$ cat config.mk
export PLATFORM = sky130hd
export DESIGN_NAME = provisioning_frame_reassembler_flat
export DESIGN_NICKNAME = d
export VERILOG_FILES = /design/src/hw/rtl/pfr_pkg.sv /design/src/hw/rtl/pfr_if.sv /design/src/hw/rtl/pfr_ctrl.sv /design/src/hw/rtl/pfr_dp.sv /design/src/hw/rtl/provisioning_frame_reassembler.sv /design/src/flat_wrapper.sv
export SDC_FILE = /design/constraint.sdc
export NUM_CORES = 2
export LEC_CHECK = 0
export BUFFER_PORTS_ARGS = -buffer_cell sky130_fd_sc_hd__buf_2
export CAP_MARGIN = 40
export CORE_UTILIZATION = 30
export CTS_CLUSTER_SIZE = 24
export DETAILED_ROUTE_END_ITERATION = 8
export HOLD_SLACK_MARGIN = 0.06
export PLACE_DENSITY = 0.49
export SETUP_SLACK_MARGIN = 0.02
export SLEW_MARGIN = 40
export SYNTH_ARGS = -nofsm -noshare
export SYNTH_HDL_FRONTEND = slang
export SYNTH_HIERARCHICAL = 1
export SYNTH_SLANG_ARGS = --single-unit
export TNS_END_PERCENT = 30
$ cat constraint.sdc
create_clock -name clk_i -period 5.8 [get_ports clk_i]
set_clock_uncertainty 0.05 [all_clocks]
set_input_delay 0.29 -clock clk_i [delete_from_list [all_inputs] [get_ports clk_i]]
set_output_delay 0.29 -clock clk_i [all_outputs]
set_load 0.05 [all_outputs]
$ cat src/hw/rtl/pfr_pkg.sv
// Shared types and constants for the provisioning frame reassembler.
// No dependencies.
package pfr_pkg;

  localparam logic [7:0] ChPipe = 8'h7C;
  localparam logic [7:0] ChDash = 8'h2D;
  localparam logic [7:0] ChB    = 8'h42;
  localparam logic [7:0] ChM    = 8'h4D;
  localparam logic [7:0] Ch1    = 8'h31;
  localparam logic [7:0] Ch2    = 8'h32;
  localparam logic [7:0] Ch4    = 8'h34;
  localparam logic [7:0] Ch8    = 8'h38;
  localparam logic [7:0] Ch9    = 8'h39;
  localparam logic [7:0] ChA    = 8'h61;
  localparam logic [7:0] ChBl   = 8'h62;
  localparam logic [5:0] IdLen  = 6'd36;

  localparam logic [1:0] VerdictInvalid    = 2'd0;
  localparam logic [1:0] VerdictIncomplete = 2'd1;
  localparam logic [1:0] VerdictComplete   = 2'd2;

  localparam logic RegMaxFrame   = 1'b0;
  localparam logic RegMaxMessage = 1'b1;

  typedef struct packed {
    logic [7:0] frame_byte;
    logic       end_of_frame;
  } frame_word_t;

  typedef struct packed {
    logic [1:0]  verdict;
    logic [7:0]  payload_byte;
    logic        version;
    logic [63:0] id_high;
    logic [63:0] id_low;
    logic        last_of_run;
  } result_t;

  // controller -> datapath
  typedef struct packed {
    logic take_byte;   // absorb the accepted word
    logic emit_start;  // frame closed: settle verdict, start run
    logic emit_next;   // output word taken, advance run
  } dp_cmd_t;

  // datapath -> controller
  typedef struct packed {
    logic run_more;    // more words of this run remain
  } dp_sts_t;

  function automatic logic [4:0] hex_value(input logic [7:0] c);
    if (c >= 8'h30 && c <= 8'h39) return {1'b1, c[3:0]};
    if (c >= 8'h61 && c <= 8'h66) return {1'b1, c[3:0] + 4'd9};
    return 5'd0;
  endfunction

endpackage

$ cat src/hw/rtl/pfr_if.sv
// Valid/ready channel carrying a typed payload.
// Standalone; payload type is a parameter.
interface pfr_if #(parameter type T = logic) ();
  logic valid;
  logic ready;
  T     data;
  modport source (output valid, output data, input ready);
  modport sink (input valid, input data, output ready);
endinterface

$ cat src/hw/rtl/pfr_ctrl.sv
// Controller for the frame reassembler: accept, load and emit phases.
// Depends on pfr_pkg.
module pfr_ctrl
  import pfr_pkg::*;
(
  input  logic    clk_i,
  input  logic    rst_ni,
  input  logic    in_valid_i,
  input  logic    in_eof_i,
  output logic    in_ready_o,
  output logic    out_valid_o,
  input  logic    out_ready_i,
  output dp_cmd_t cmd_o,
  input  dp_sts_t sts_i
);

  typedef enum logic [2:0] {
    StAccept = 3'b001,
    StLoad   = 3'b010,
    StEmit   = 3'b100
  } state_e;

  state_e state_q, state_d;
  logic   out_take;

  assign out_take    = out_valid_o && out_ready_i;
  assign out_valid_o = (state_q == StEmit);
  assign in_ready_o  = (state_q == StAccept);

  always_comb begin
    cmd_o            = '0;
    cmd_o.take_byte  = in_valid_i && in_ready_o;
    cmd_o.emit_start = cmd_o.take_byte && in_eof_i;
    cmd_o.emit_next  = out_take;
    state_d = state_q;
    unique case (state_q)
      StAccept: if (cmd_o.emit_start) state_d = StLoad;
      // the first payload word lands in the read register during this state
      StLoad: state_d = StEmit;
      StEmit: if (out_take && !sts_i.run_more) state_d = StAccept;
      default: state_d = StAccept;
    endcase
  end

  always_ff @(posedge clk_i or negedge rst_ni) begin
    if (!rst_ni) begin
      state_q <= StAccept;
    end else begin
      state_q <= state_d;
    end
  end

endmodule

$ cat src/hw/rtl/pfr_dp.sv
// Datapath: frame parser, session registers, message buffer and result register.
// Depends on pfr_pkg.
module pfr_dp
  import pfr_pkg::*;
#(
  parameter int MessageDepth = 64,
  parameter int FrameLimit   = 512
) (
  input  logic       clk_i,
  input  logic       rst_ni,
  input  logic       cfg_we_i,
  input  logic       cfg_idx_i,
  input  logic [9:0] cfg_data_i,
  input  logic [7:0] byte_i,
  input  dp_cmd_t    cmd_i,
  output dp_sts_t    sts_o,
  output result_t    res_o
);

  localparam int AW = $clog2(MessageDepth);
  localparam int LW = AW + 1;
  // The register tops out at 1023, so a larger build limit never binds.
  localparam int FrmCap = (FrameLimit < 1024) ? FrameLimit : 1024;
  localparam int FW = $clog2(FrmCap + 2);

  logic [9:0]  max_frame_q;
  logic [6:0]  max_msg_q;
  logic [2:0]  fnum_q, fnum_d;
  logic [5:0]  fpos_q, fpos_d;
  logic [FW-1:0] flen_q, flen_d;
  logic        fault_q, fault_d;
  logic        fver_q, fver_d;
  logic [127:0] fid_q, fid_d;
  logic [2:0]  fidx_q, fidx_d, fcnt_q, fcnt_d;
  logic [LW-1:0] fpay_q, fpay_d;
  logic        sval_q;
  logic        sver_q;
  logic [127:0] sid_q;
  logic [2:0]  scnt_q, snext_q;
  logic [LW-1:0] mlen_q;
  logic [7:0]  mem_q [MessageDepth];
  logic [7:0]  rd_q;
  logic [LW-1:0] rd_ptr_q;
  logic        run_q;
  result_t     res_q;

  logic [LW-1:0] base, pos;
  logic [LW:0]   msg_lim;
  logic [10:0]   frm_lim;
  logic          wr_en;
  logic [4:0]    hv;
  logic          ok;
  logic [LW-1:0] new_len;
  logic [AW-1:0] rd_addr;

  assign msg_lim = ({1'b0, max_msg_q} < 8'(MessageDepth)) ? (LW+1)'(max_msg_q)
                                                          : (LW+1)'(MessageDepth);
  assign frm_lim = ({1'b0, max_frame_q} < 11'(FrmCap)) ? {1'b0, max_frame_q}
                                                       : 11'(FrmCap);
  assign base = (fidx_q == 3'd1) ? '0 : mlen_q;
  assign pos  = base + fpay_q;
  assign hv   = hex_value(byte_i);
  // Read ahead so the next payload word is ready when the current one is taken.
  assign rd_addr = cmd_i.emit_next ? rd_ptr_q[AW-1:0] + 1'b1 : rd_ptr_q[AW-1:0];

  // Parse one word into the frame state.
  always_comb begin
    fnum_d = fnum_q; fpos_d = fpos_q; fault_d = fault_q; fver_d = fver_q;
    fid_d = fid_q; fidx_d = fidx_q; fcnt_d = fcnt_q; fpay_d = fpay_q;
    flen_d = (flen_q == FW'(FrmCap + 1)) ? flen_q : flen_q + 1'b1;
    wr_en = 1'b0;
    if (!fault_q) begin
      if (fnum_q < 3'd4) begin
        if (byte_i == ChPipe) begin
          if (fpos_q != ((fnum_q == 3'd0) ? 6'd3 : (fnum_q == 3'd1) ? IdLen : 6'd1))
            fault_d = 1'b1;
          fnum_d = fnum_q + 1'b1;
          fpos_d = '0;
          if (fnum_q == 3'd3 && !fault_d) begin
            if (fidx_q > fcnt_q) fault_d = 1'b1;
            else if (fidx_q != 3'd1 &&
                     (!sval_q || fver_q != sver_q || fid_q != sid_q ||
                      fcnt_q != scnt_q || fidx_q != snext_q))
              fault_d = 1'b1;
          end
        end else begin
          if (fpos_q < 6'd63) fpos_d = fpos_q + 1'b1;
          unique case (fnum_q)
            3'd0: begin
              if (fpos_q == 6'd0) begin
                if (byte_i != ChB) fault_d = 1'b1;
              end else if (fpos_q == 6'd1) begin
                if (byte_i != ChM) fault_d = 1'b1;
              end else if (fpos_q == 6'd2) begin
                if (byte_i == Ch1) fver_d = 1'b0;
                else if (byte_i == Ch2) fver_d = 1'b1;
                else fault_d = 1'b1;
              end else fault_d = 1'b1;
            end
            3'd1: begin
              if (fpos_q >= IdLen) fault_d = 1'b1;
              else if (fpos_q == 6'd8 || fpos_q == 6'd13 || fpos_q == 6'd18 ||
                       fpos_q == 6'd23) begin
                if (byte_i != ChDash) fault_d = 1'b1;
              end else begin
                if (fpos_q == 6'd14 && byte_i != Ch4) fault_d = 1'b1;
                if (fpos_q == 6'd19 && byte_i != Ch8 && byte_i != Ch9 &&
                    byte_i != ChA && byte_i != ChBl) fault_d = 1'b1;
                if (!hv[4]) fault_d = 1'b1;
                else fid_d = {fid_q[123:0], hv[3:0]};
              end
            end
            default: begin
              if (fpos_q != 6'd0 || byte_i < Ch1 || byte_i > Ch4) fault_d = 1'b1;
              else if (fnum_q == 3'd2) fidx_d = byte_i[2:0];
              else fcnt_d = byte_i[2:0];
            end
          endcase
        end
      end else begin
        if ((LW+1)'(pos) >= msg_lim) fault_d = 1'b1;
        else begin
          wr_en  = 1'b1;
          fpay_d = fpay_q + 1'b1;
        end
      end
    end
    ok = !fault_d && fnum_d == 3'd4 && fpay_d != '0 && 11'(flen_d) <= frm_lim;
    new_len = base + fpay_d;
  end

  always_ff @(posedge clk_i) begin
    if (cmd_i.take_byte && wr_en) mem_q[pos[AW-1:0]] <= byte_i;
    rd_q <= mem_q[rd_addr];
  end

  assign sts_o.run_more = run_q;

  always_ff @(posedge clk_i or negedge rst_ni) begin
    if (!rst_ni) begin
      max_frame_q <= 10'd512; max_msg_q <= 7'd64;
      fnum_q <= '0; fpos_q <= '0; flen_q <= '0; fault_q <= 1'b0; fver_q <= 1'b0;
      fid_q <= '0; fidx_q <= '0; fcnt_q <= '0; fpay_q <= '0;
      sval_q <= 1'b0; sver_q <= 1'b0; sid_q <= '0; scnt_q <= '0;
      snext_q <= 3'd1; mlen_q <= '0; rd_ptr_q <= '0; run_q <= 1'b0;
      res_q <= '0;
    end else begin
      if (cfg_we_i) begin
        if (cfg_idx_i == RegMaxFrame) max_frame_q <= cfg_data_i;
        else max_msg_q <= cfg_data_i[6:0];
      end
      if (cmd_i.take_byte) begin
        fnum_q <= fnum_d; fpos_q <= fpos_d; flen_q <= flen_d; fault_q <= fault_d;
        fver_q <= fver_d; fid_q <= fid_d; fidx_q <= fidx_d; fcnt_q <= fcnt_d;
        fpay_q <= fpay_d;
      end
      if (cmd_i.emit_start) begin
        fnum_q <= '0; fpos_q <= '0; flen_q <= '0; fault_q <= 1'b0; fver_q <= 1'b0;
        fid_q <= '0; fidx_q <= '0; fcnt_q <= '0; fpay_q <= '0;
        res_q <= '0;
        res_q.last_of_run <= 1'b1;
        run_q <= 1'b0;
        if (!ok) begin
          sval_q <= 1'b0; sver_q <= 1'b0; sid_q <= '0; scnt_q <= '0;
          snext_q <= 3'd1; mlen_q <= '0;
        end else begin
          logic       v;
          logic [127:0] id;
          logic [2:0] cnt;
          v   = (fidx_d == 3'd1) ? fver_d : sver_q;
          id  = (fidx_d == 3'd1) ? fid_d : sid_q;
          cnt = (fidx_d == 3'd1) ? fcnt_d : scnt_q;
          sval_q <= 1'b1; sver_q <= v; sid_q <= id; scnt_q <= cnt;
          mlen_q <= new_len;
          res_q.version <= v;
          res_q.id_high <= id[127:64];
          res_q.id_low  <= id[63:0];
          if (fidx_d < cnt) begin
            snext_q <= fidx_d + 1'b1;
            res_q.verdict <= VerdictIncomplete;
          end else begin
            // Payload run; first byte is read from memory next cycle.
            res_q.verdict <= VerdictComplete;
            res_q.last_of_run <= (new_len == LW'(1));
            run_q <= (new_len != LW'(1));
            rd_ptr_q <= '0;
            sval_q <= 1'b0; sver_q <= 1'b0; sid_q <= '0; scnt_q <= '0;
            snext_q <= 3'd1; mlen_q <= new_len;
          end
        end
      end
      if (cmd_i.emit_next && res_q.verdict == VerdictComplete) begin
        rd_ptr_q <= rd_ptr_q + 1'b1;
        res_q.last_of_run <= (rd_ptr_q + LW'(2) == mlen_q);
        run_q <= (rd_ptr_q + LW'(2) != mlen_q);
      end
    end
  end

  always_comb begin
    res_o = res_q;
    res_o.payload_byte = (res_q.verdict == VerdictComplete) ? rd_q : 8'd0;
  end

endmodule

$ cat src/hw/rtl/provisioning_frame_reassembler.sv
// Provisioning frame reassembler, top level.
// Depends on pfr_pkg, pfr_if, pfr_ctrl, pfr_dp.
//
// Takes one frame word per cycle while no results are pending. Words without
// end of frame produce nothing. At each frame end one result is shown
// (invalid or incomplete) or, on the last frame of a message, one result per
// payload byte; input is held off while these results drain. The frame end
// is followed by a load state, in which the first payload byte is read from
// the store, and results then leave as fast as the output port takes them.
// The payload store is one write, one registered read port.
module provisioning_frame_reassembler
  import pfr_pkg::*;
#(
  parameter int MessageDepth = 64,
  parameter int FrameLimit   = 512
) (
  input  logic       clk_i,
  input  logic       rst_ni,
  input  logic       cfg_we_i,
  input  logic       cfg_idx_i,
  input  logic [9:0] cfg_data_i,
  pfr_if.sink        in_if,
  pfr_if.source      out_if
);

  dp_cmd_t cmd;
  dp_sts_t sts;
  result_t res;

  pfr_ctrl u_ctrl (
    .clk_i, .rst_ni,
    .in_valid_i (in_if.valid),
    .in_eof_i   (in_if.data.end_of_frame),
    .in_ready_o (in_if.ready),
    .out_valid_o(out_if.valid),
    .out_ready_i(out_if.ready),
    .cmd_o      (cmd),
    .sts_i      (sts)
  );

  pfr_dp #(.MessageDepth(MessageDepth), .FrameLimit(FrameLimit)) u_dp (
    .clk_i, .rst_ni, .cfg_we_i, .cfg_idx_i, .cfg_data_i,
    .byte_i (in_if.data.frame_byte),
    .cmd_i  (cmd),
    .sts_o  (sts),
    .res_o  (res)
  );

  assign out_if.data = res;

endmodule

$ cat src/flat_wrapper.sv
// flat-port wrapper written by rule: the top's interface ports become plain ports
module provisioning_frame_reassembler_flat import pfr_pkg::*;
#(
  parameter int MessageDepth = 64,
  parameter int FrameLimit   = 512
)
  (clk_i, rst_ni, cfg_we_i, cfg_idx_i, cfg_data_i, in_if_valid, in_if_data, in_if_ready, out_if_valid, out_if_data, out_if_ready);
  pfr_if #(.T(frame_word_t)) in_if_i ();
  pfr_if #(.T(result_t)) out_if_i ();
  input  logic clk_i;
  input  logic rst_ni;
  input  logic cfg_we_i;
  input  logic cfg_idx_i;
  input  logic [9:0] cfg_data_i;
  input wire logic [$bits(in_if_i.valid)-1:0] in_if_valid;
  input wire logic [$bits(in_if_i.data)-1:0] in_if_data;
  output wire logic [$bits(in_if_i.ready)-1:0] in_if_ready;
  output wire logic [$bits(out_if_i.valid)-1:0] out_if_valid;
  output wire logic [$bits(out_if_i.data)-1:0] out_if_data;
  input wire logic [$bits(out_if_i.ready)-1:0] out_if_ready;
  assign in_if_i.valid = in_if_valid;
  assign in_if_i.data = in_if_data;
  assign in_if_ready = in_if_i.ready;
  assign out_if_valid = out_if_i.valid;
  assign out_if_data = out_if_i.data;
  assign out_if_i.ready = out_if_ready;
  provisioning_frame_reassembler #(.MessageDepth(MessageDepth), .FrameLimit(FrameLimit)) u_core (.clk_i(clk_i), .rst_ni(rst_ni), .cfg_we_i(cfg_we_i), .cfg_idx_i(cfg_idx_i), .cfg_data_i(cfg_data_i), .in_if(in_if_i), .out_if(out_if_i));
endmodule
# Word level (Yosys, flattened, before mapping)
# Memories as Yosys holds them, arrays and structs flattened. A register that Yosys moved wholly into a read port is not among the register bits.
# Cells that the tools add are included.
totals:
  reg_bits: 465
  memories: 1
  mem_bits_ro: 0
  in_bits: 25
  ramBits: 512
  latch_bits: 0
  word_cells: 276
classes:
  n_lt_le_gt_ge: 15
  addsub: 11
  bitwise: 1
  reduce_logical: 46
  n_mul: 0
  muxes: 133
  div: 0
  n_shift: 0
  n_eq_ne: 44
memory_table:
  columns: ["memory", "words", "word_bits", "rd", "rd_clocked_by_memory_dff", "wr", "line_no", "text"]
  rows:
  - ["u_core.u_dp.mem_q", 64, 8, 1, 1, 1, "pfr_dp.sv:41", "logic [7:0] mem_q [MessageDepth];"]
op_table:
  columns: ["cell", "count"]
  rows:
  - ["$mux W128", 12]
  - ["$mux W130", 1]
  - ["$ne A128 B128 Y1", 1]
  - ["$mux W3", 28]
  - ["$mux W7", 12]
  - ["$mux W1", 58]
  - ["$mux W6", 9]
  - ["$mux W10", 4]
  - ["$ne A8 B6 Y1 const B", 4]
  - ["$ne A8 B7 Y1 const B", 4]
  - ["$mux W5", 4]
  - ["$eq A6 B4 Y1 const B", 3]
  - ["$eq A6 B5 Y1 const B", 3]
  - ["$logic_and A1 B1 Y1", 18]
  - ["$eq A8 B6 Y1 const B", 2]
  - ["$add A7 B1 Y7 const B", 2]
  - ["$add A7 B7 Y7", 2]
  - ["$add A6 B1 Y6 const B", 2]
  - ["$eq A3 B1 Y1 const B", 4]
  - ["$add A10 B1 Y10 const B", 1]
  - ["$eq A10 B10 Y1 const B", 1]
  - ["$le A10 B10 Y1", 1]
  - ["$lt A10 B10 Y1 const B", 1]
  - ["$eq A3 B2 Y1 const B", 3]
  - ["47 further kinds", 70]

# Depth between registers and ports, before layout
logic_depth:
  ltp_word: 21
  depth_mapped: 27

# By module
# Netlist, hierarchy kept.
by_module_without_submodules:
  columns: ["module", "cells_each", "area_per_inst_um2", "instances"]
  rows:
  - ["pfr_dp", 3513, 45068.2, 1]
  - ["pfr_ctrl", 17, 172.7, 1]

# Worst setup path after synthesis
# OpenSTA, ideal clock, no wires.
synth_timing:
  path_kind: "reg-to-reg"
  start: "register u_core.u_dp.fidx_q[1]"
  end: "register u_core.u_dp.res_q (netlist bit u_core/u_dp/res_o[0])"
  synth_period_minus_slack_ps: 6427
  setup_slack_ps: -627
  t_arrival_ps: 6312
  path_stages_with_launch: 25
  path_cell_list: "dfrtp_1 > or3b_1 > clkbuf_1 > and2_1 > ha_1 > fa_1 > maj3_1 > a21oi_1 > inv_1 > maj3_1 > a21oi_1 > xor2_1 > ha_1 > and3_1 > a221oi_1 > and3_1 > o211a_2 > mux2i_1 > fa_1 > nor2_1 > a21o_1 > a311o_1 > xor2_1 > a2111oi_0 > a31o_2"
synth_via:
  elab_chain_cells: 16
  word_cells_on_any_way: 39
synth_rtl:
  columns: ["element", "line_no", "text"]
  rows:
  - ["start, declared", "pfr_dp.sv:34", "logic [2:0] fidx_q, fidx_d, fcnt_q, fcnt_d;"]
  - ["start signal, assigned", "pfr_dp.sv:154", "fver_q <= fver_d; fid_q <= fid_d; fidx_q <= fidx_d; fcnt_q <= fcnt_d;"]
  - ["branches (longest 13 deep; another with $add A7 B7 Y7)", null, null]
  - ["$mux W130 (*)", "pfr_dp.sv:163", "if (!ok) begin"]
  - ["$mux W1 (*)", "pfr_dp.sv:157", "if (cmd_i.emit_start) begin"]
  - ["$mux W1 (*)", "pfr_dp.sv:192", "if (cmd_i.emit_next && res_q.verdict == VerdictComplete) begin"]
  - ["end, declared", "pfr_dp.sv:45", "result_t res_q;"]
# Mark *: on every way between the ends. The select of a mux whose other input is x is not followed.
# A chain may end at the register's enable or synchronous reset.

# Worst setup path in the final report
layout_timing:
  start: "register u_core.u_dp.fidx_q[1]"
  end: "register u_core.u_dp.run_q (netlist: u_core/u_dp/sts_o)"
layout_via:
  elab_chain_cells: 16
  word_cells_on_any_way: 39
layout_rtl:
  columns: ["element", "line_no", "text"]
  rows:
  - ["branches (longest 13 deep; another with $add A7 B7 Y7)", null, null]
  - ["$mux W1 (*)", "pfr_dp.sv:163", null]
  - ["$mux W1 (*)", "pfr_dp.sv:157", null]
  - ["$mux W1 (*)", "pfr_dp.sv:192", null]
  - ["end signal, assigned", "pfr_dp.sv:185", "run_q <= (new_len != LW'(1));"]
  - ["end signal, assigned", "pfr_dp.sv:195", "run_q <= (rd_ptr_q + LW'(2) != mlen_q);"]
  - ["end, declared", "pfr_dp.sv:44", "logic run_q;"]
# Marks and branches as above.

==> flow_metrics.py <==
metrics = {
    "worst_hold_path": {
        "hold_end": "u_core/u_dp/max_msg_q[3]",
        "hold_class": "in -> reg",
        "holdCritStartpoint": "cfg_we_i",
        "whs_path_depth": 3,
    },
    "synthesis": {
        "ys_seq_area_frac": 0.600,
        "ys_warn_count": 6,
        "synth-seq-cells": 984,
        "syn_area_per_cell_sq_um": 12.8,
        "syn-num-nets": 3607,
        "syn_inst": 3530,
        "yosys.cell_types.count": 88,
        "ys.flop_type": "edfxtp_1",
        "synth_enable_flop_cells": 512,
        "async_flop_share": 0.472,
        "syn_area_sq_um": 45200,
    },
    "cts": {
        "cts_max_level": 3,
        "root_buffer": "clkbuf_16",
        "clk_pin_slew_worst_paths_ns": 0.06,
        "clockBufferDepth": 3,
        "cts.sinks": 984,
        "clk_latency_ns": 0.73,
        "cts_tree": "done",
        "cts_buffers": 109,
    },
    "detailed_routing": {
        "finalWirelength_microns": 137000,
        "drtAntennaViolNets": 0,
        "wl_per_cell_microns": 23.2,
        "drcViolationCount": 0,
        "num_vias": 29900,
        "drtIter0Drc": 2603,
        "dr.pass1.iters": 5,
        "via_per_inst": 5.06,
    },
    "global_route": {
        "grt_pass1_wl_microns": 201000,
        "grt_pass1_vias": 29400,
        "grt_max_degree": 177,
        "use_met3": 0.0223,
        "antenna_found_initial": 4,
        "met2_usage": 0.272,
        "track_usage": 0.175,
        "use_met1": 0.258,
        "busiest_layer": "met2",
        "overflow": 0,
    },
    "sta": {
        "fin_ws_ns": -0.000176,
        "slew_headroom": 0.363,
        "clock.fmax_ghz": 0.172,
        "final-max-slew-violation-count": 0,
        "final_hold_viol_count": 0,
        "setup_violations": 1,
        "period_minus_slack_ns": 5.80,
        "worstMarginPinSlew_ns": 0.946,
        "post-route-period-util": 1.00,
        "rsz0062_at_grt": "true",
    },
    "final_layout": {
        "seqCellArea_sq_um": 27200,
        "final_cell_area_sq_um": 53900,
        "drive_gt1_frac": 0.213,
        "layout_commonest_cell": "edfxtp_1",
        "multi_input_area_sq_um": 17100,
        "fillCellCount": 14600,
        "most-common-layout-cells": "edfxtp_1, dfrtp_1, nor2_1, nand2_1, a21oi_1",
        "nets": 3867,
        "syn2layout_area_growth_pct": 19.1,
    },
    "critical_path": {
        "crit_family": "adder cells",
        "rrSetupSlack_ns": -0.0002,
        "rr_endpoint": "u_core/u_dp/sts_o",
        "path_class": "reg -> reg",
        "r2r-start": "u_core/u_dp/fidx_q[1]",
        "reg2reg_depth": 25,
        "start_kind": "flip-flop",
        "crit_required_ns": 6.29,
        "critPathCaptureType": "flip-flop",
        "cp_max_fo": 8,
        "crit_slowest_cell": "or3b_4",
        "cp.arrival_ns": 6.30,
        "crit_path_max_incr_delay_ns": 0.42,
        "cp_num_buf_inv": 3,
    },
    "outcome": {
        "violations": "negative setup slack",
        "status": "finished, violations left",
    },
    "power_and_ir_drop": {
        "power.density_nw_per_um2": 287,
        "p_seq_frac": 0.484,
        "p_switching_mw": 3.77,
        "p_total_mw": 15.5,
        "peakVddDrop_mv": 0.259,
        "internal_power_mw": 11.7,
        "leakagePower_nw": 20.4,
        "switching_share": 0.244,
        "combPwrFrac": 0.067,
        "clkPwrFrac": 0.449,
    },
    "placement": {
        "hpwl_microns": 89300,
        "io_buffers": 166,
        "placed_cell_area_sq_um": 49400,
        "gp_congestion": 0.844,
        "dp_slack_ns": -0.139,
    },
    "run": {
        "maxCapViolations": 0,
    },
    "floorplan": {
        "dieArea_sq_um": 152000,
        "core-area_sq_um": 150000,
        "initial_core_util": 0.302,
        "pin_count": 167,
        "rows": 142,
        "die_y_microns": 390,
        "die_x_microns": 390,
    },
}
[area by class of cell]
class | count | area share
sequential | 984 | 0.504
multi-input combinational | 2211 | 0.318
timing repair buffer | 381 | 0.0566
antenna | 1 | 0.0000465
tap | 2016 | 0.0468
clock inverter | 45 | 0.00869
clock buffer | 159 | 0.0583
inverter | 103 | 0.00732
[routing by layer]
metal	vias to the layer above	part of all wire	wire length, microns
met5	-	0.000095	13
met1	15400	0.47	64500
met3	143	0.045	6230
li1	13700	-	-
met2	704	0.46	63500
met4	2	0.020	2690
[stage by stage]
step / instances / utilization / hold slack [ns] / setup TNS [ns]
floorplan: 3530 / - / -0.0556 / -0.112
global placement: 5649 / 0.330 / 0.295 / -0.153
detailed placement: 5650 / 0.330 / 0.300 / -0.365
CTS: 5877 / 0.356 / 0.0603 / 0
global route: 5899 / 0.360 / 0.108 / -1.42
finish: 5900 / 0.360 / 0.112 / -0.000176
[how the worst max path moves through the flow]
stage,start,end,slack (ns),depth (start not counted)
finish,u_core/u_dp/fidx_q[1],u_core/u_dp/sts_o,-0.0002,25
global route,u_core/u_dp/fidx_q[1],u_core/u_dp/sts_o,-0.30,25
CTS,u_core/u_dp/fidx_q[1],u_core/u_dp/sts_o,0.02,27
detailed placement,u_core/u_dp/fidx_q[2],u_core/u_dp/sts_o,-0.14,26
global placement,u_core/u_dp/fidx_q[2],u_core/u_dp/sts_o,-0.08,26
floorplan,u_core/u_dp/fidx_q[2],u_core/u_dp/res_o[0],-0.09,27
[flip-flops by register name (all words and copies together) (netlist names), 6 cells and up]
| name | count |
|---|---|
| u_core/u_dp/sid_q | 128 |
| u_core/u_dp/max_frame_q | 10 |
| u_core/u_dp/fpos_q | 6 |
| u_core/u_dp/fpay_q | 7 |
| u_core/u_dp/fid_q | 128 |
| u_core/u_dp/res_o | 132 |
| u_core/u_dp/rd_q | 8 |
| u_core/u_dp/rd_ptr_q | 7 |
| u_core/u_dp/mem_q | 512 |
| u_core/u_dp/flen_q | 10 |
| u_core/u_dp/mlen_q | 7 |
| u_core/u_dp/max_msg_q | 7 |
[tightest hold or removal path, stage by stage]
cell and delay (ns):
buf_2 0.10, nand2_1 0.24, mux2_2 0.21
[kinds of logic (layout without fill, tap and decap cells)]
kind of cell,after synthesis,count (layout),synth area share
other cells,0,1,0
flops,984,984,0.600
simple gates,975,975,0.0953
buf+inv,335,688,0.0295
xor+xnor,128,128,0.0251
mux,331,331,0.120
fa+ha+maj,55,55,0.0154
compound gates,722,722,0.114
[cell usage after synthesis (all sizes together), types with 4 or more instances]
| cell type | number | share of area |
|---|---|---|
| edfxtp | 512 | 0.34 |
| dfstp | 4 | 0.0023 |
| o21ai | 33 | 0.0037 |
| nand2b | 16 | 0.0022 |
| o2bb2ai | 107 | 0.022 |
| dfrtp | 460 | 0.25 |
| a21o | 5 | 0.00083 |
| nand3 | 37 | 0.0041 |
| nor3b | 6 | 0.0010 |
| nand2 | 322 | 0.027 |
| and3 | 24 | 0.0034 |
| nor3 | 22 | 0.0024 |
| o22ai | 55 | 0.011 |
| or3 | 6 | 0.00083 |
| nand4 | 35 | 0.0048 |
| clkbuf | 166 | 0.014 |
| a221oi | 4 | 0.00077 |
| mux2 | 19 | 0.0047 |
| inv | 102 | 0.0085 |
| buf | 66 | 0.0072 |
| a2111oi | 16 | 0.0032 |
| mux4 | 168 | 0.084 |
| nor2 | 397 | 0.033 |
| xnor2 | 68 | 0.013 |
| mux2i | 144 | 0.032 |
| ha | 50 | 0.014 |
| nor4b | 5 | 0.00097 |
| o211ai | 6 | 0.0014 |
| a22o | 133 | 0.026 |
| xor2 | 59 | 0.011 |
| nand3b | 4 | 0.00066 |
| nor4 | 26 | 0.0036 |
| o21bai | 4 | 0.00066 |
| dfxtp | 8 | 0.0035 |
| and2 | 14 | 0.0020 |
| a22oi | 4 | 0.00066 |
| a31oi | 11 | 0.0015 |
| a211oi | 16 | 0.0029 |
| a21oi | 292 | 0.032 |
| nor2b | 44 | 0.0061 |
[power groups by stage]
| stage | Clock [mW] | Sequential, mW | Combinational [mW] |
|---|---|---|---|
| after CTS | 7.12 | 7.48 | 1.03 |
| after global routing | 7.40 | 7.49 | 1.13 |
| after global placement | 0 | 7.62 | 1.01 |
| after floorplan | 0 | 7.60 | 0.609 |
| after detailed placement | 0 | 7.62 | 1.01 |
| final | 6.95 | 7.48 | 1.03 |
[timing repair]
action / in CTS / in global routing
hold endpoints to repair: 104 / 18
gates resized for setup: 3 / 41
setup buffers: 3 / 9
gates cloned: 0 / 10
setup endpoints to repair: 5 / 312
hold buffers: 20 / 1
pin swaps: 13 / 18
No activity file was read; power rests on OpenSTA's default activity.
